**src/tad_pkg.sv**
```systemverilog
// shared widths, constants, register indexes and divider control types
`timescale 1ns / 1ps

package tad_pkg;

  localparam int unsigned ADC_W      = 10;
  localparam int unsigned BETA_W     = 13;
  localparam int unsigned TEMP_W     = 20;
  localparam int unsigned CFG_IDX_W  = 4;
  localparam int unsigned CFG_DATA_W = BETA_W;

  localparam int unsigned ADC_FULL_SCALE_DEF = 1023;
  localparam int unsigned DIV_W_DEF          = 35;
  localparam int unsigned DIV_CNT_W          = 6;

  // fixed point scales and constants of the beta equation
  localparam int unsigned FX_R_LG      = 13;
  localparam int unsigned FX_R         = 8192;
  localparam int unsigned T_SCALE_LG   = 10;
  localparam int unsigned INV_T0       = 14067;
  localparam int unsigned CENTI_NUM    = 419430400;
  localparam int unsigned KELVIN_CENTI = 27315;
  localparam int unsigned TEMP_MAX     = 400000;
  localparam int unsigned BETA_RESET   = 3950;

  // widths of the log quotient, the log, and the dividends of the last two divisions
  localparam int unsigned LN_Q_W  = 15;
  localparam int unsigned LN_W    = 18;
  localparam int unsigned T_DIV_N = 28;
  localparam int unsigned R_DIV_N = 29;

  localparam logic [CFG_IDX_W-1:0] REG_BETA = CFG_IDX_W'(0);
  localparam logic [CFG_IDX_W-1:0] REG_RAW  = CFG_IDX_W'(1);

  typedef struct packed {
    logic                 start;
    logic [DIV_CNT_W-1:0] iters;
  } div_ctl_t;

  typedef struct packed {
    logic busy;
    logic done;
  } div_sts_t;

endpackage

```
**src/tad_if.sv**
```systemverilog
// stream interfaces for the adc word, the temperature word and config writes
`timescale 1ns / 1ps

interface tad_adc_if;
  logic                        valid;
  logic                        ready;
  logic [tad_pkg::ADC_W-1:0]   adc_reading;
  modport source (output valid, output adc_reading, input ready);
  modport sink (input valid, input adc_reading, output ready);
endinterface

interface tad_temp_if;
  logic                               valid;
  logic                               ready;
  logic signed [tad_pkg::TEMP_W-1:0]  temperature_value;
  logic                               shorted;
  modport source (output valid, output temperature_value, output shorted, input ready);
  modport sink (input valid, input temperature_value, input shorted, output ready);
endinterface

interface tad_cfg_if;
  logic                             valid;
  logic                             ready;
  logic [tad_pkg::CFG_IDX_W-1:0]    index;
  logic [tad_pkg::CFG_DATA_W-1:0]   data;
  modport source (output valid, output index, output data, input ready);
  modport sink (input valid, input index, input data, output ready);
endinterface

```
**src/tad_div.sv**
```systemverilog
// bit-serial restoring divider, one quotient bit per cycle
`timescale 1ns / 1ps

module tad_div #(
  parameter int unsigned W = tad_pkg::DIV_W_DEF
) (
  input  logic              clk_i,
  input  logic              rst_ni,
  input  tad_pkg::div_ctl_t ctl_i,
  input  logic [W-1:0]      dividend_i,
  input  logic [W-1:0]      divisor_i,
  output tad_pkg::div_sts_t sts_o,
  output logic [W-1:0]      quotient_o
);
  import tad_pkg::*;

  logic                 busy_q, busy_d;
  logic                 done_q, done_d;
  logic [DIV_CNT_W-1:0] cnt_q, cnt_d;
  logic [W-1:0]         rem_q, rem_d;
  logic [W-1:0]         quo_q, quo_d;
  logic [W-1:0]         dsr_q, dsr_d;
  logic [W:0]           shifted;
  logic [W+1:0]         diff;
  logic                 ge;

  // dividend comes in left aligned, its bits leave at the top as quotient bits enter below
  always_comb begin
    shifted = {rem_q, quo_q[W-1]};
    diff    = {1'b0, shifted} - {2'b00, dsr_q};
    ge      = ~diff[W+1];
    busy_d  = busy_q;
    done_d  = 1'b0;
    cnt_d   = cnt_q;
    rem_d   = rem_q;
    quo_d   = quo_q;
    dsr_d   = dsr_q;
    if (ctl_i.start) begin
      busy_d = 1'b1;
      cnt_d  = ctl_i.iters;
      rem_d  = '0;
      quo_d  = dividend_i;
      dsr_d  = divisor_i;
    end else if (busy_q) begin
      rem_d = ge ? diff[W-1:0] : shifted[W-1:0];
      quo_d = {quo_q[W-2:0], ge};
      cnt_d = cnt_q - DIV_CNT_W'(1);
      if (cnt_q == DIV_CNT_W'(1)) begin
        busy_d = 1'b0;
        done_d = 1'b1;
      end
    end
  end

  always_ff @(posedge clk_i or negedge rst_ni) begin
    if (!rst_ni) begin
      busy_q <= 1'b0;
      done_q <= 1'b0;
      cnt_q  <= '0;
    end else begin
      busy_q <= busy_d;
      done_q <= done_d;
      cnt_q  <= cnt_d;
    end
  end

  always_ff @(posedge clk_i) begin
    rem_q <= rem_d;
    quo_q <= quo_d;
    dsr_q <= dsr_d;
  end

  assign sts_o.busy = busy_q;
  assign sts_o.done = done_q;
  assign quotient_o = quo_q;

endmodule

```
**src/thermistor_adc_to_centidegrees.sv**
```systemverilog
// thermistor adc reading to centidegrees celsius via the beta equation
`timescale 1ns / 1ps

// channel  modport  word
// -------  -------  --------------------------------------------------
// cfg_i    sink     index, data: 0 = beta_kelvin, 1 = raw_mode
// adc_i    sink     adc_reading (10 bit unsigned)
// temp_o   source   temperature_value (20 bit signed), shorted
//
// a converted reading goes from accept to the output register through the one shared
// bit-serial divider (N1 = 13 + bits of full scale, DW = N1 + 12) and SQN square root
// steps; the divider runs up to four divisions at one quotient bit a cycle, the root
// takes 2 bits a cycle
// raw and zero readings skip the divider; adc_i.ready returns in the same cycle as the
// word moves to the output register
// one reading at a time; adc_i.ready is high only between items
// a finished word waits in the output register, the next reading is taken meanwhile
// reset sets beta to 3950 and clears raw mode; config writes are always taken

module thermistor_adc_to_centidegrees #(
  parameter int unsigned ADC_FULL_SCALE = tad_pkg::ADC_FULL_SCALE_DEF
) (
  input  logic        clk_i,
  input  logic        rst_ni,
  tad_cfg_if.sink     cfg_i,
  tad_adc_if.sink     adc_i,
  tad_temp_if.source  temp_o
);
  import tad_pkg::*;

  // widths that follow from the full scale
  localparam int unsigned FSW  = $clog2(ADC_FULL_SCALE + 1);
  localparam int unsigned N1   = FSW + FX_R_LG;          // bits of fs * 8192 / adc
  localparam int unsigned DW   = N1 + 12;                // widest dividend, the log numerator
  localparam int unsigned DENW = N1 + 1;
  localparam int unsigned SQN  = (FSW + 2 * FX_R_LG + 1) / 2;
  localparam int unsigned SQW  = 2 * SQN;
  localparam int unsigned SQCW = $clog2(SQN + 1);

  // dividends of the first and last division, left aligned for the divider
  localparam logic [DW-1:0] D1_NUM = DW'(ADC_FULL_SCALE) << (DW - N1 + FX_R_LG);
  localparam logic [DW-1:0] D4_NUM = DW'(CENTI_NUM) << (DW - R_DIV_N);

  // sequencer states
  localparam logic [2:0] S_IDLE = 3'd0;  // wait for a reading
  localparam logic [2:0] S_X    = 3'd1;  // ratio division
  localparam logic [2:0] S_SQ   = 3'd2;  // square root steps
  localparam logic [2:0] S_LN   = 3'd3;  // launch log division
  localparam logic [2:0] S_T    = 3'd4;  // log division
  localparam logic [2:0] S_D    = 3'd5;  // division by beta
  localparam logic [2:0] S_R    = 3'd6;  // final reciprocal
  localparam logic [2:0] S_OUT  = 3'd7;  // hand result to output register

  logic [2:0]               state_q, state_d;
  logic [BETA_W-1:0]        beta_q;
  logic                     raw_q;
  logic [N1-1:0]            q1_q, q1_d;
  logic [SQW-1:0]           sq_op_q, sq_op_d;
  logic [SQN+1:0]           sq_rem_q, sq_rem_d;
  logic [SQN-1:0]           sq_root_q, sq_root_d;
  logic [SQCW-1:0]          sq_cnt_q, sq_cnt_d;
  logic                     ln_neg_q, ln_neg_d;
  logic signed [TEMP_W-1:0] res_val_q, res_val_d;
  logic                     res_sh_q, res_sh_d;
  logic                     out_valid_q, out_valid_d;
  logic signed [TEMP_W-1:0] out_val_q, out_val_d;
  logic                     out_sh_q, out_sh_d;

  div_ctl_t                 div_ctl;
  div_sts_t                 div_sts;
  logic [DW-1:0]            div_dividend;
  logic [DW-1:0]            div_divisor;
  logic [DW-1:0]            quo;

  logic                     accept;
  logic                     out_free;
  logic [N1-1:0]            qx;
  logic                     num_neg;
  logic [N1-1:0]            num_mag;
  logic [DENW-1:0]          den;
  logic [BETA_W-1:0]        beta_eff;
  logic [LN_W-1:0]          ln_mag;
  logic [T_DIV_N-1:0]       q3;
  logic                     d_sat;
  logic [R_DIV_N-1:0]       d_pos;
  logic [R_DIV_N-1:0]       q4;
  logic                     hot;
  logic [SQN+3:0]           sq_cat;
  logic [SQN+3:0]           sq_trial;
  logic [SQN+3:0]           sq_diff;
  logic                     sq_ge;

  assign accept   = adc_i.valid && adc_i.ready;
  assign out_free = !out_valid_q || temp_o.ready;

  assign adc_i.ready = (state_q == S_IDLE);
  assign cfg_i.ready = 1'b1;

  // config registers; the user must write them only between items, the block itself does not enforce it
  always_ff @(posedge clk_i or negedge rst_ni) begin
    if (!rst_ni) begin
      beta_q <= BETA_W'(BETA_RESET);
      raw_q  <= 1'b0;
    end else if (cfg_i.valid && cfg_i.ready) begin
      if (cfg_i.index == REG_BETA) begin
        beta_q <= cfg_i.data;
      end else if (cfg_i.index == REG_RAW) begin
        raw_q <= cfg_i.data[0];
      end
    end
  end

  // datapath terms, all kept unsigned with explicit sign flags
  always_comb begin
    // q1 = fs*8192/adc, so x = q1 - 8192 and x - 8192 = q1 - 16384
    qx       = quo[N1-1:0];
    num_neg  = q1_q < N1'(2 * FX_R);
    num_mag  = num_neg ? (N1'(2 * FX_R) - q1_q) : (q1_q - N1'(2 * FX_R));
    // q1 stays above 2000 for any nonzero reading, so the log denominator is positive
    den      = DENW'(q1_q) + (DENW'(sq_root_q) << 2);
    beta_eff = (beta_q == '0) ? BETA_W'(1) : beta_q;
    // ln magnitude = 6 * quotient
    ln_mag   = (LN_W'(quo[LN_Q_W-1:0]) << 2) + (LN_W'(quo[LN_Q_W-1:0]) << 1);
    q3       = quo[T_DIV_N-1:0];
    d_sat    = !ln_neg_q && (q3 >= T_DIV_N'(INV_T0));
    d_pos    = ln_neg_q ? (R_DIV_N'(q3) + R_DIV_N'(INV_T0))
                        : (R_DIV_N'(INV_T0) - R_DIV_N'(q3));
    q4       = quo[R_DIV_N-1:0];
    hot      = q4 > R_DIV_N'(TEMP_MAX + KELVIN_CENTI);
    // one digit-by-digit square root step, two operand bits a cycle
    sq_cat   = {sq_rem_q, sq_op_q[SQW-1 -: 2]};
    sq_trial = (SQN+4)'({sq_root_q, 2'b01});
    sq_diff  = sq_cat - sq_trial;
    sq_ge    = sq_cat >= sq_trial;
  end

  // sequencer and divider launches
  always_comb begin
    state_d      = state_q;
    q1_d         = q1_q;
    sq_op_d      = sq_op_q;
    sq_rem_d     = sq_rem_q;
    sq_root_d    = sq_root_q;
    sq_cnt_d     = sq_cnt_q;
    ln_neg_d     = ln_neg_q;
    res_val_d    = res_val_q;
    res_sh_d     = res_sh_q;
    out_valid_d  = out_valid_q && !temp_o.ready;
    out_val_d    = out_val_q;
    out_sh_d     = out_sh_q;
    div_ctl      = '0;
    div_dividend = '0;
    div_divisor  = '0;
    unique case (state_q)
      S_IDLE: begin
        if (accept) begin
          if (raw_q) begin
            res_val_d = TEMP_W'(adc_i.adc_reading);
            res_sh_d  = 1'b0;
            state_d   = S_OUT;
          end else if (adc_i.adc_reading == '0) begin
            // shorted thermistor
            res_val_d = '0;
            res_sh_d  = 1'b1;
            state_d   = S_OUT;
          end else begin
            div_ctl.start = 1'b1;
            div_ctl.iters = DIV_CNT_W'(N1);
            div_dividend  = D1_NUM;
            div_divisor   = DW'(adc_i.adc_reading);
            res_sh_d      = 1'b0;
            state_d       = S_X;
          end
        end
      end
      S_X: begin
        if (div_sts.done) begin
          q1_d      = qx;
          // root of 8192 * x, zero when x is not positive
          sq_op_d   = (qx > N1'(FX_R)) ? (SQW'(qx - N1'(FX_R)) << FX_R_LG) : '0;
          sq_rem_d  = '0;
          sq_root_d = '0;
          sq_cnt_d  = SQCW'(SQN);
          state_d   = S_SQ;
        end
      end
      S_SQ: begin
        sq_rem_d  = sq_ge ? sq_diff[SQN+1:0] : sq_cat[SQN+1:0];
        sq_root_d = {sq_root_q[SQN-2:0], sq_ge};
        sq_op_d   = sq_op_q << 2;
        sq_cnt_d  = sq_cnt_q - SQCW'(1);
        if (sq_cnt_q == SQCW'(1)) begin
          state_d = S_LN;
        end
      end
      S_LN: begin
        div_ctl.start = 1'b1;
        div_ctl.iters = DIV_CNT_W'(DW);
        div_dividend  = {num_mag, 12'b0};
        div_divisor   = DW'(den);
        ln_neg_d      = num_neg;
        state_d       = S_T;
      end
      S_T: begin
        if (div_sts.done) begin
          div_ctl.start = 1'b1;
          div_ctl.iters = DIV_CNT_W'(T_DIV_N);
          div_dividend  = DW'(ln_mag) << (DW - T_DIV_N + T_SCALE_LG);
          div_divisor   = DW'(beta_eff);
          state_d       = S_D;
        end
      end
      S_D: begin
        if (div_sts.done) begin
          if (d_sat) begin
            // inverse temperature not positive
            res_val_d = TEMP_W'(TEMP_MAX);
            state_d   = S_OUT;
          end else begin
            div_ctl.start = 1'b1;
            div_ctl.iters = DIV_CNT_W'(R_DIV_N);
            div_dividend  = D4_NUM;
            div_divisor   = DW'(d_pos);
            state_d       = S_R;
          end
        end
      end
      S_R: begin
        if (div_sts.done) begin
          res_val_d = hot ? TEMP_W'(TEMP_MAX)
                          : (TEMP_W'(q4) - TEMP_W'(KELVIN_CENTI));
          state_d   = S_OUT;
        end
      end
      S_OUT: begin
        if (out_free) begin
          out_valid_d = 1'b1;
          out_val_d   = res_val_q;
          out_sh_d    = res_sh_q;
          state_d     = S_IDLE;
        end
      end
      default: begin
        state_d = S_IDLE;
      end
    endcase
  end

  always_ff @(posedge clk_i or negedge rst_ni) begin
    if (!rst_ni) begin
      state_q     <= S_IDLE;
      sq_cnt_q    <= '0;
      out_valid_q <= 1'b0;
    end else begin
      state_q     <= state_d;
      sq_cnt_q    <= sq_cnt_d;
      out_valid_q <= out_valid_d;
    end
  end

  always_ff @(posedge clk_i) begin
    q1_q      <= q1_d;
    sq_op_q   <= sq_op_d;
    sq_rem_q  <= sq_rem_d;
    sq_root_q <= sq_root_d;
    ln_neg_q  <= ln_neg_d;
    res_val_q <= res_val_d;
    res_sh_q  <= res_sh_d;
    out_val_q <= out_val_d;
    out_sh_q  <= out_sh_d;
  end

  // shared divider for all four divisions
  tad_div #(
    .W (DW)
  ) u_div (
    .clk_i      (clk_i),
    .rst_ni     (rst_ni),
    .ctl_i      (div_ctl),
    .dividend_i (div_dividend),
    .divisor_i  (div_divisor),
    .sts_o      (div_sts),
    .quotient_o (quo)
  );

  assign temp_o.valid             = out_valid_q;
  assign temp_o.temperature_value = out_val_q;
  assign temp_o.shorted           = out_sh_q;

  // divider is launched only when free
  a_div_start_free: assert property (@(posedge clk_i) disable iff (!rst_ni)
    div_ctl.start |-> !div_sts.busy)
    else $error("divider launched while busy");

  // a reading is taken only when no division is in flight
  a_accept_quiet: assert property (@(posedge clk_i) disable iff (!rst_ni)
    accept |-> (!div_sts.busy && !div_sts.done))
    else $error("reading taken during a conversion");

  // shorted word carries a zero value
  a_short_zero: assert property (@(posedge clk_i) disable iff (!rst_ni)
    (temp_o.valid && temp_o.shorted) |-> (temp_o.temperature_value == '0))
    else $error("shorted word with nonzero value");

  // output never exceeds the saturation limit
  a_temp_max: assert property (@(posedge clk_i) disable iff (!rst_ni)
    temp_o.valid |-> (temp_o.temperature_value <= $signed(TEMP_W'(TEMP_MAX))))
    else $error("temperature above saturation limit");

endmodule

```
**src/flat_wrapper.sv**
```systemverilog
// flat-port wrapper written by rule: the top's interface ports become plain ports
module thermistor_adc_to_centidegrees_flat import tad_pkg::*;
#(
  parameter int unsigned ADC_FULL_SCALE = tad_pkg::ADC_FULL_SCALE_DEF
)
  (clk_i, rst_ni, cfg_i_valid, cfg_i_index, cfg_i_data, cfg_i_ready, adc_i_valid, adc_i_adc_reading, adc_i_ready, temp_o_valid, temp_o_temperature_value, temp_o_shorted, temp_o_ready);
  tad_cfg_if cfg_i_i ();
  tad_adc_if adc_i_i ();
  tad_temp_if temp_o_i ();
  input  logic clk_i;
  input  logic rst_ni;
  input wire logic [$bits(cfg_i_i.valid)-1:0] cfg_i_valid;
  input wire logic [$bits(cfg_i_i.index)-1:0] cfg_i_index;
  input wire logic [$bits(cfg_i_i.data)-1:0] cfg_i_data;
  output wire logic [$bits(cfg_i_i.ready)-1:0] cfg_i_ready;
  input wire logic [$bits(adc_i_i.valid)-1:0] adc_i_valid;
  input wire logic [$bits(adc_i_i.adc_reading)-1:0] adc_i_adc_reading;
  output wire logic [$bits(adc_i_i.ready)-1:0] adc_i_ready;
  output wire logic [$bits(temp_o_i.valid)-1:0] temp_o_valid;
  output wire logic [$bits(temp_o_i.temperature_value)-1:0] temp_o_temperature_value;
  output wire logic [$bits(temp_o_i.shorted)-1:0] temp_o_shorted;
  input wire logic [$bits(temp_o_i.ready)-1:0] temp_o_ready;
  assign cfg_i_i.valid = cfg_i_valid;
  assign cfg_i_i.index = cfg_i_index;
  assign cfg_i_i.data = cfg_i_data;
  assign cfg_i_ready = cfg_i_i.ready;
  assign adc_i_i.valid = adc_i_valid;
  assign adc_i_i.adc_reading = adc_i_adc_reading;
  assign adc_i_ready = adc_i_i.ready;
  assign temp_o_valid = temp_o_i.valid;
  assign temp_o_temperature_value = temp_o_i.temperature_value;
  assign temp_o_shorted = temp_o_i.shorted;
  assign temp_o_i.ready = temp_o_ready;
  thermistor_adc_to_centidegrees #(.ADC_FULL_SCALE(ADC_FULL_SCALE)) u_core (.clk_i(clk_i), .rst_ni(rst_ni), .cfg_i(cfg_i_i), .adc_i(adc_i_i), .temp_o(temp_o_i));
endmodule
```
**config.mk**
```make
export PLATFORM = sky130hd
export DESIGN_NAME = thermistor_adc_to_centidegrees_flat
export DESIGN_NICKNAME = d
export VERILOG_FILES = /design/src/tad_pkg.sv /design/src/tad_if.sv /design/src/tad_div.sv /design/src/thermistor_adc_to_centidegrees.sv /design/src/flat_wrapper.sv
export SDC_FILE = /design/constraint.sdc
export NUM_CORES = 1
export LEC_CHECK = 0
export BUFFER_PORTS_ARGS = -buffer_cell sky130_fd_sc_hd__buf_2
export CORE_UTILIZATION = 45
export DETAILED_ROUTE_END_ITERATION = 8
export PLACE_DENSITY_LB_ADDON = 0.1
export SYNTH_ARGS = -nofsm -noshare
export SYNTH_HDL_FRONTEND = slang
export SYNTH_SLANG_ARGS = --single-unit
```
**constraint.sdc**
```tcl
create_clock -name clk_i -period 3.7 [get_ports clk_i]
set_input_delay 0.555 -clock clk_i [delete_from_list [all_inputs] [get_ports clk_i]]
set_output_delay 0.555 -clock clk_i [all_outputs]
set_load 0.005 [all_outputs]
```
-- Word-level counts from Yosys, hierarchy flattened
Cells that the tools add are included.
- register bits after elaboration: 276
- output and inout bits: 24
- word-level logic and storage cells: 147
- add/sub/neg operators: 12
- $lt $le $gt $ge: 5
- eq/ne operators: 19
- multiplexer cells: 67
- bitwise gates (word level): 2
- reduce and logical (&&, ||, !) cells: 22
- operator list (kind ; count):
    $mux W35 ; 12
    $pmux W35 S4 ; 2
    $mux W20 ; 9
    $mux W36 ; 2
    $pmux W36 S2 ; 1
    $pmux W20 S3 ; 1
    $mux W29 ; 2
    $mux W7 ; 6
    $pmux W20 S2 ; 1
    $sub A36 B35 Y37 ; 1
    $pmux W18 S2 ; 1
    $add A28 B14 Y29 const B ; 1
    $gt A29 B19 Y1 const B ; 1
    $sub A14 B28 Y29 const A ; 1
    $ge A28 B14 Y1 const B ; 1
    $pmux W7 S4 ; 1
    $mux W3 ; 9
    $mux W13 ; 2
    $add A23 B20 Y24 ; 1
    $pmux W3 S8 ; 1
    $gt A23 B14 Y1 const B ; 1
    $lt A23 B15 Y1 const B ; 1
    $mux W23 ; 1
    $sub A15 B23 Y23 const A ; 1
    37 further kinds ; 67

-- Depth between registers and ports, before layout
Gate-level depths: netlist of run 1.
- depth after elaboration: 6
- mapped depth: 14
- mapped depth without buffers: 12

-- Cells and area by module
From an unflattened synthesis of run 1, not the netlist that was laid out.
- cells, all modules: 1933
- area, all modules: 18232.5 um^2
- modules (own cells, without submodules) (module ; times used ; cells an instance ; area an instance (um^2) ; seq. area each (um^2)):
    thermistor_adc_to_centidegrees ; 1 ; 1253 ; 11467.2 ; 4400.5
    tad_div ; 1 ; 680 ; 6765.2 ; 3002.9

-- Least setup slack after synthesis of run 1
OpenSTA, ideal clock, no wires.
- path type: reg-to-reg
- start: reg u_core.u_div.quo_q[14] (netlist: u_core.u_div.quotient_o[14])
- end: reg u_core.u_div.quo_q[0] (netlist: u_core.u_div.quotient_o[0]) (enable)
- setup time: 393 ps
- arrival: 3020 ps
- data required time: 3307 ps
- setup slack: 287 ps
- stages on the path, launching flop included: 12
- period minus slack after synthesis: 3413 ps
- cells stage by stage: edfxtp_1 > clkbuf_1 > inv_1 > clkbuf_1 > ha_1 > o21ai_0 > a21oi_1 > a21oi_1 > nor3_2 > nor3_4 > buf_2 > nand2_1
- word-level cells in the longest chain between the ends: 6
- RTL lines (what ; line ; RTL):
    start, declared ; tad_div.sv:21 ; logic [W-1:0] quo_q, quo_d;
    start signal, assigned ; tad_div.sv:69 ; quo_q <= quo_d;
    $ge A28 B14 Y1 ; thermistor_adc_to_centidegrees.sv:125 ; d_sat = !ln_neg_q && (q3 >= T_DIV_N'(INV_T0));
    $logic_and A1 B1 Y1 ; thermistor_adc_to_centidegrees.sv:125 ;
    $mux W7 ; thermistor_adc_to_centidegrees.sv:215 ; if (d_sat) begin
    $mux W7 ; thermistor_adc_to_centidegrees.sv:214 ; if (div_sts.done) begin
    $pmux W7 S4 ; thermistor_adc_to_centidegrees.sv:154 ; unique case (state_q)
    $reduce_bool A2 Y1 (no source line) ; n/a ;
No other way between the ends.
A chain may end at the register's enable or synchronous reset.

-- Worst setup path after layout of run 1
- start: reg u_core.u_div.quo_q[1] (netlist: u_core.u_div.quotient_o[1])
- end: reg u_core.res_val_q[2] (data pin)
- word-level cells in the longest chain between the ends: 4
- elaborated cells between the ends (all ways): 5
- classes of those cells: 1 x add/sub; 1 x order compare; 3 x mux
- RTL lines (what ; line ; RTL):
    $gt A29 B19 Y1 or $sub A20 B15 Y20 (tied branches) ; thermistor_adc_to_centidegrees.sv:129, thermistor_adc_to_centidegrees.sv:231 ;
    $mux W20 * ; thermistor_adc_to_centidegrees.sv:230 ; res_val_d = hot ? TEMP_W'(TEMP_MAX)
    $mux W20 * ; thermistor_adc_to_centidegrees.sv:229 ; if (div_sts.done) begin
    $pmux W20 S3 * ; thermistor_adc_to_centidegrees.sv:154 ;
    named net u_core.res_val_d[2] ; thermistor_adc_to_centidegrees.sv:63 ; logic signed [TEMP_W-1:0] res_val_q, res_val_d;
    end signal, assigned ; thermistor_adc_to_centidegrees.sv:267 ; res_val_q <= res_val_d;
    end, declared ; thermistor_adc_to_centidegrees.sv:63 ;
Mark *: on every way through the listed nets, which the timed path passes. The rest lies on a longest branch. The select of a mux whose other input is x is not followed.

==> flow_summary.toml, run 1 <==
[die]
coreArea_um2 = 37760
dieArea_um2 = 39290
die_y_um = 198.2
io_pins = 56
initial_core_util_pct = 45.89
die_width_um = 198.2
rows = 71

[drt]
drt_wl_total_um = 52890
drt_pre_antenna_iters = 7
vias = 14153
drt_iter0_drc = 1293
antenna_left = 0
drcViolationCount = 0
routedWlPerCell_um = 21.84
vias_per_cell = 5.844

[critical_path]
cp.arrival_ns = 3.84
cpMostUsedCell = "a21o_1"
r2r_start = "u_core.u_div.quotient_o[1]$_SDFFCE_PP0P_"
start_kind = "flip-flop"
crit_slowest_cell = "edfxtp_1"
r2r-end = "u_core.res_val_q[2]$_DFFE_PP_"
required_ns = 4.08
endpoint_kind = "flip-flop"
slowest_delay_ns = 0.48
cp_cell_sequence = "ha_1 -> a21o_1 -> a21o_1 -> a21o_1 -> a21o_1 -> a221oi_1 -> a2111oi_0 -> buf_4 -> nor4_1 -> buf_4 -> nand4b_1 -> buf_4 -> o21ai_0"
rr_worst_depth = 13
path_class = "reg2reg"
ff2ff_setup_slack_ns = 0.23
cp_max_fo = 14

[global_route]
antenna_found_initial = 0
grt_pass1_wl_um = 79850
grt_use_total_pct = 26.80
grt_pass1_vias = 13517
grt_max_degree = 72
grt.overflow.total = 0

[synth]
ys.flop_type = "edfxtp_1"
synth-adder-area-share_pct = 9.952
synth_top_family_by_area = "compound AO/OA/AOI/OAI gates"
synth_compound_area_share_pct = 18.94
synthMuxAreaShare_pct = 3.633
synth-seq-cells = 257
synthTopCellsByArea = "edfxtp_1, ha_1, xnor2_1"
seq_area_frac_synth_pct = 41.69
yosys.area.top_type_share_pct = 33.11
synth.cells.most_frequent = "edfxtp_1, nor2_1, nand2_1"
synth_area_leader_cell = "edfxtp_1"
syn_avg_cell_area_um2 = 9.598
synth_fp_nets = 1973
synth-xor-area-share_pct = 7.078
synth-simple-area-share_pct = 14.16
yosysMostFrequentCell = "edfxtp_1"
ys_async_sr_fraction_pct = 12.06
syn_area_um2 = 17320
synth_cell_types = 85
synth-edff-count = 191
yosysWarnings = 0
netlist_instances = 1805

[cts]
cts_resized = 0
h-tree-depth = 1
numClockSinks = 257
clock_latency_ns = 0.59
clockBufferDepth = 3
cts_hold_buf = 0
clk_pin_slew_ns = 0.06
cts_tree = "done"
root_buffer = "clkbuf_16"
numCtsBuffers = 31
cts_setup_buffers = 0

[placement]
place.gp.congestion = 0.9456
port_buffers = 54
dp_hpwl_um = 40510
placedInstanceArea_um2 = 18500

[timing]
final-hold-violation-count = 0
max_freq_mhz = 288.5
skew_ns = 0.01962
min_period_ns = 3.466
fin_setup_tns_ns = 0
finalSetupViolCount = 0
worstMarginPinSlew_ns = 1.158
drv_slew = 0
rsz0062_at_grt = "false"
slew_headroom_pct = 22.43
holdWs_ns = 0.05375
finalCritPeriodShare_pct = 93.68

[final_layout]
syn_to_final_growth_pct = 12.42
multi_input_area_um2 = 9336
nets = 2058
antenna_cells = 0
nFillCells = 3502
fin_area_um2 = 19480
drive_gt1_share_pct = 12.35
regArea_um2 = 7224

[pwr]
powerDensity_nw_per_um2 = 866.7
power_leakage_nw = 8.090
peakVddDrop_mv = 0.4891

[worst_hold_path]
hold_class = "in2async"

[job]
max_cap_violations = 0

[outcome]
status = "complete, no violations"
per-layer routing:
metal / up-vias / wire length (um) / track usage (%)
met5: - / 0 / 0
met4: 0 / 1326 / 7.063
met3: 79 / 2846 / 3.764
met2: 413 / 24320 / 43.29
met1: 6884 / 24400 / 37.44
li1: 6777 / - / -
sequential cells by signal (all words and copies together) (netlist names), 5 cells and up:
signal,cells
u_core.u_div.quotient_o,35
u_core.u_div.rem_q,35
u_core.u_div.dsr_q,29
u_core.q1_q,23
u_core.sq_op_q,23
u_core.res_val_q,20
u_core.sq_rem_q,20
u_core.temp_o.temperature_value,20
u_core.sq_root_q,18
u_core.beta_q,13
u_core.u_div.cnt_q,6
u_core.sq_cnt_q,5
worst max-delay path, delay by kind of cell (launching register included):
| kind | cells | cell delay (ns) |
|---|---|---|
| adders and majority gates | 1 | 0.25 |
| AOI/OAI and AO/OA | 7 | 1.54 |
| buffers and inverters | 3 | 0.58 |
| and+or+nand+nor | 2 | 0.40 |
| DFF | 1 | 0.48 |
report_power, final:
| part | internal (W) | total (W) | leakage, nW | switching (W) |
|---|---|---|---|---|
| clock | 0.00172 | 0.00297 | 0.474 | 0.00125 |
| sequential | 0.00420 | 0.00486 | 2.46 | 0.000658 |
| combinational | 0.00349 | 0.00905 | 5.16 | 0.00556 |
| total | 0.00940 | 0.0169 | 8.09 | 0.00748 |
cell type report:
class                      count  share of cell area, %
multi-input combinational   1358                  47.94
inverter                     114                  2.197
timing repair buffer         128                  4.497
tap                          511                  3.283
clock inverter                18                 0.7581
sequential                   257                  37.09
clock buffer                  36                  4.234
per-stage QoR:
stage	cells	power, W	setup WS [ns]	util (%)
final	2422	0.01688	0.2340	51.59
after global routing	2422	0.01790	0.02038	51.59
after CTS	2422	0.01680	0.2223	51.58
after detailed placement	2368	0.01377	0.1940	49.00
after global placement	2368	0.01375	0.2856	49.00
after floorplan	1805	0.01084	0.2866	-
placed cells by master, fill, tap and decap left out, types with 10 or more instances in the layout:
cell,synthesis,final
nand2_1,134,134
o22ai_1,23,23
nand4_1,10,10
nand2b_1,28,28
xnor2_1,90,90
o21bai_1,10,10
dfrtp_1,22,21
ha_1,133,133
clkbuf_16,0,31
xor2_1,50,50
inv_1,111,110
dfxtp_1,35,35
edfxtp_1,191,191
mux2i_1,46,46
o21ai_0,124,124
a31oi_1,35,35
nor4_1,15,14
mux2_2,15,15
nor2_1,162,162
a21o_1,42,42
buf_4,2,70
o211ai_1,13,13
nand3_1,36,36
nor2b_1,14,12
a21oi_1,132,131
and3_1,12,12
nor3_1,37,36
a211oi_1,29,29
buf_2,9,54
and2_1,12,12
logic make-up after synthesis:
group	count (synthesis)
AOI/OAI and AO/OA	513
xor gates and xnor gates	140
adders and majority gates	136
buffers and inverters	190
DFF	257
muxes	61
other	1
and+or+nand+nor	507
worst max path at each step:
stage                                             start                                       end  slack, ns  depth (start not counted)
2_1_floorplan     u_core.u_div.quotient_o[14]$_DFFE_PP_  u_core.u_div.quotient_o[0]$_SDFFCE_PP0P_       0.29                         11
3_3_place_gp   u_core.u_div.quotient_o[6]$_SDFFCE_PP0P_     u_core.u_div.quotient_o[34]$_DFFE_PP_       0.29                         11
3_5_place_dp   u_core.u_div.quotient_o[1]$_SDFFCE_PP0P_             u_core.res_val_q[2]$_DFFE_PP_       0.19                         13
4_1_cts        u_core.u_div.quotient_o[3]$_SDFFCE_PP0P_     u_core.u_div.quotient_o[26]$_DFFE_PP_       0.22                         12
5_1_grt        u_core.u_div.quotient_o[1]$_SDFFCE_PP0P_             u_core.res_val_q[2]$_DFFE_PP_       0.02                         13
6_report       u_core.u_div.quotient_o[1]$_SDFFCE_PP0P_             u_core.res_val_q[2]$_DFFE_PP_       0.23                         13
(Power assumes the default switching activity.)
==> inputs of run 2 (changes only) <==
--- a/config.mk
+++ b/config.mk
@@ -5,10 +5,11 @@
 export SDC_FILE = /design/constraint.sdc
 export NUM_CORES = 1
 export LEC_CHECK = 0
-export BUFFER_PORTS_ARGS = -buffer_cell sky130_fd_sc_hd__buf_2
 export CORE_UTILIZATION = 45
 export DETAILED_ROUTE_END_ITERATION = 8
+export DONT_BUFFER_PORTS = 1
 export PLACE_DENSITY_LB_ADDON = 0.1
+export RECOVER_POWER = 25
 export SYNTH_ARGS = -nofsm -noshare
 export SYNTH_HDL_FRONTEND = slang
 export SYNTH_SLANG_ARGS = --single-unit
==> flow_summary.toml, run 2 (synthesized netlist as in run 1, its figures left out) <==
[outcome]
status = "complete, but fails checks"
violations = "max-capacitance violations, max-slew violations"

[drt]
vias_per_cell = 5.884
drt_iter0_drc = 1305
vias = 13934
routedWlPerCell_um = 21.72
drt_pre_antenna_iters = 6
drcViolationCount = 0
antenna_left = 0
drt_wl_total_um = 51430

[placement]
dp_hpwl_um = 39480
port_buffers = 0
pre_cts_slack_ns = 0.3218
dp.cells = 2313
place.gp.congestion = 0.9718

[die]
die_width_um = 198.2
die_y_um = 198.2
initial_core_util_pct = 45.89
io_pins = 56
coreArea_um2 = 37760
rows = 71
dieArea_um2 = 39290

[worst_hold_path]
hold_class = "in2reg"
hold_depth = 1

[cts]
root_buffer = "clkbuf_16"
clock_latency_ns = 0.58
numClockSinks = 257
h-tree-depth = 1
cts_tree = "done"
clockBufferDepth = 3
cts_resized = 0
clk_pin_slew_ns = 0.06
numCtsBuffers = 30

[critical_path]
cpMostUsedCell = "a21o_1"
slowest_delay_ns = 0.39
cp.arrival_ns = 3.91
cp_cell_sequence = "clkbuf_1 -> a21o_1 -> a21o_1 -> a21o_1 -> a21o_1 -> a221oi_1 -> a2111oi_0 -> nor4_1 -> buf_4 -> nand4b_1 -> buf_4 -> o21ai_0"
endpoint_kind = "flip-flop"
start_kind = "flip-flop"
crit_slowest_cell = "edfxtp_1"
cp_max_fo = 14
cp.buffers_inverters = 3
rr_worst_depth = 12
required_ns = 4.03
cp_top_family = "compound AO/OA/AOI/OAI gates"
path_class = "reg2reg"
path_depth = 12

[global_route]
grt_use_total_pct = 26.36
grt_pass1_vias = 13276
grt_max_degree = 72
grt.overflow.total = 0
grt_pass1_wl_um = 78940
antenna_found_initial = 1

[timing]
fin_ws_ns = 0.1244
finalCritPeriodShare_pct = 96.64
skew_ns = 0.01539
min_period_ns = 3.576
finalSetupViolCount = 0
drv_slew = 32
fin_setup_tns_ns = 0
slew_headroom_pct = -17.79
rsz0062_at_grt = "false"
worstMarginPinSlew_ns = 1.767
max_freq_mhz = 279.7
final-hold-violation-count = 0

[pwr]
power_leakage_nw = 7.809
clock_power_share_pct = 17.5
powerDensity_nw_per_um2 = 870.7
total_power_w = 0.01666
peakVddDrop_mv = 0.5306
power_frac_comb_pct = 53.3
p_int_w = 0.009270
power_switching_w = 0.007385
sw_frac_of_total_pct = 44.34
seqPwrFrac_pct = 29.1

[final_layout]
nets = 2004
antenna_cells = 0
drive_gt1_share_pct = 8.724
final_common_cell = "edfxtp_1"
fin_util_pct = 50.67
instances_no_fill = 2368
syn_to_final_growth_pct = 10.42
final_cell_mix = "edfxtp_1, nor2_1, nand2_1"
nFillCells = 3525

[job]
max_cap_violations = 1
==> run 2: cell types whose count changed in the layout (fill, tap and decap cells not counted), moves of 2 or more <==
cell | previous run | this run
buf_2 | 54 | 0
clkbuf_1 | 2 | 24
buf_4 | 70 | 50
clkinv_1 | 9 | 5
clkbuf_8 | 3 | 5
inv_6 | 2 | 0
==> run 2: what timing repair did <==
action,4_1_cts,5_1_grt
hold endpoints to repair,31,0
hold buffers,2,0
buffers inserted,0,0
==> run 2: area by class of cell <==
| cell class | instances | area, um^2 | share of cell area (%) |
|---|---|---|---|
| inverter | 114 | 427.9 | 2.237 |
| clock inverter | 13 | 128.9 | 0.6737 |
| sequential | 257 | 7224 | 37.77 |
| multi-input combinational | 1358 | 9329 | 48.77 |
| timing repair buffer | 75 | 541.8 | 2.832 |
| tap | 511 | 639.4 | 3.342 |
| clock buffer | 40 | 838.3 | 4.382 |
==> run 2: per-stage QoR <==
stage | hold WS, ns | area (um^2)
after floorplan | 0.2594 | 17320
after global placement | 0.2605 | 18230
after detailed placement | 0.2603 | 18230
after CTS | 0.09828 | 19220
after global routing | 0.09281 | 19130
final | 0.1258 | 19130
==> run 2: metal layers <==
metal	track usage (%)	vias up	wire length [um]
li1	-	6657	-
met1	37.63	6754	23810
met2	41.57	444	23240
met3	3.747	77	3019
met4	7.005	2	1348
met5	0	-	9
==> run 2: path summary, 6_finish.rpt <==
check                                                          from                                           end  slack, ns
min in group asynchronous                                    rst_ni                u_core.sq_cnt_q[1]$_DFFE_PN0P_       0.98
min reg2reg                           u_core.res_val_q[8]$_DFFE_PP_  u_core.temp_o.temperature_value[8]$_DFFE_PP_       0.41
max                        u_core.u_div.quotient_o[0]$_SDFFCE_PP0P_                 u_core.res_val_q[4]$_DFFE_PP_       0.12
min                                                   cfg_i_data[6]                  u_core.beta_q[6]$_DFFE_PN1P_       0.13
max reg2reg                u_core.u_div.quotient_o[0]$_SDFFCE_PP0P_                 u_core.res_val_q[4]$_DFFE_PP_       0.12
max in group asynchronous                                    rst_ni                 u_core.u_div.busy_q$_DFF_PN0_       1.55
==> run 2: worst register-to-register path: stages (launching register included) <==
cell and delay [ns]:
edfxtp_1 0.39, clkbuf_1 0.31, a21o_1 0.28, a21o_1 0.21
a21o_1 0.26, a21o_1 0.22, a221oi_1 0.28, a2111oi_0 0.13
nor4_1 0.33, buf_4 0.21, nand4b_1 0.09, buf_4 0.22
o21ai_0 0.39
==> run 2: power by group through the flow <==
| stage | Sequential, W | Combinational (W) | Clock [W] |
|---|---|---|---|
| 2_1_floorplan | 0.00474 | 0.00609 | 0 |
| 5_1_grt | 0.00495 | 0.00974 | 0.00310 |
| 4_1_cts | 0.00484 | 0.00887 | 0.00299 |
| 6_report | 0.00485 | 0.00888 | 0.00292 |
| 3_5_place_dp | 0.00489 | 0.00880 | 0 |
| 3_3_place_gp | 0.00488 | 0.00880 | 0 |
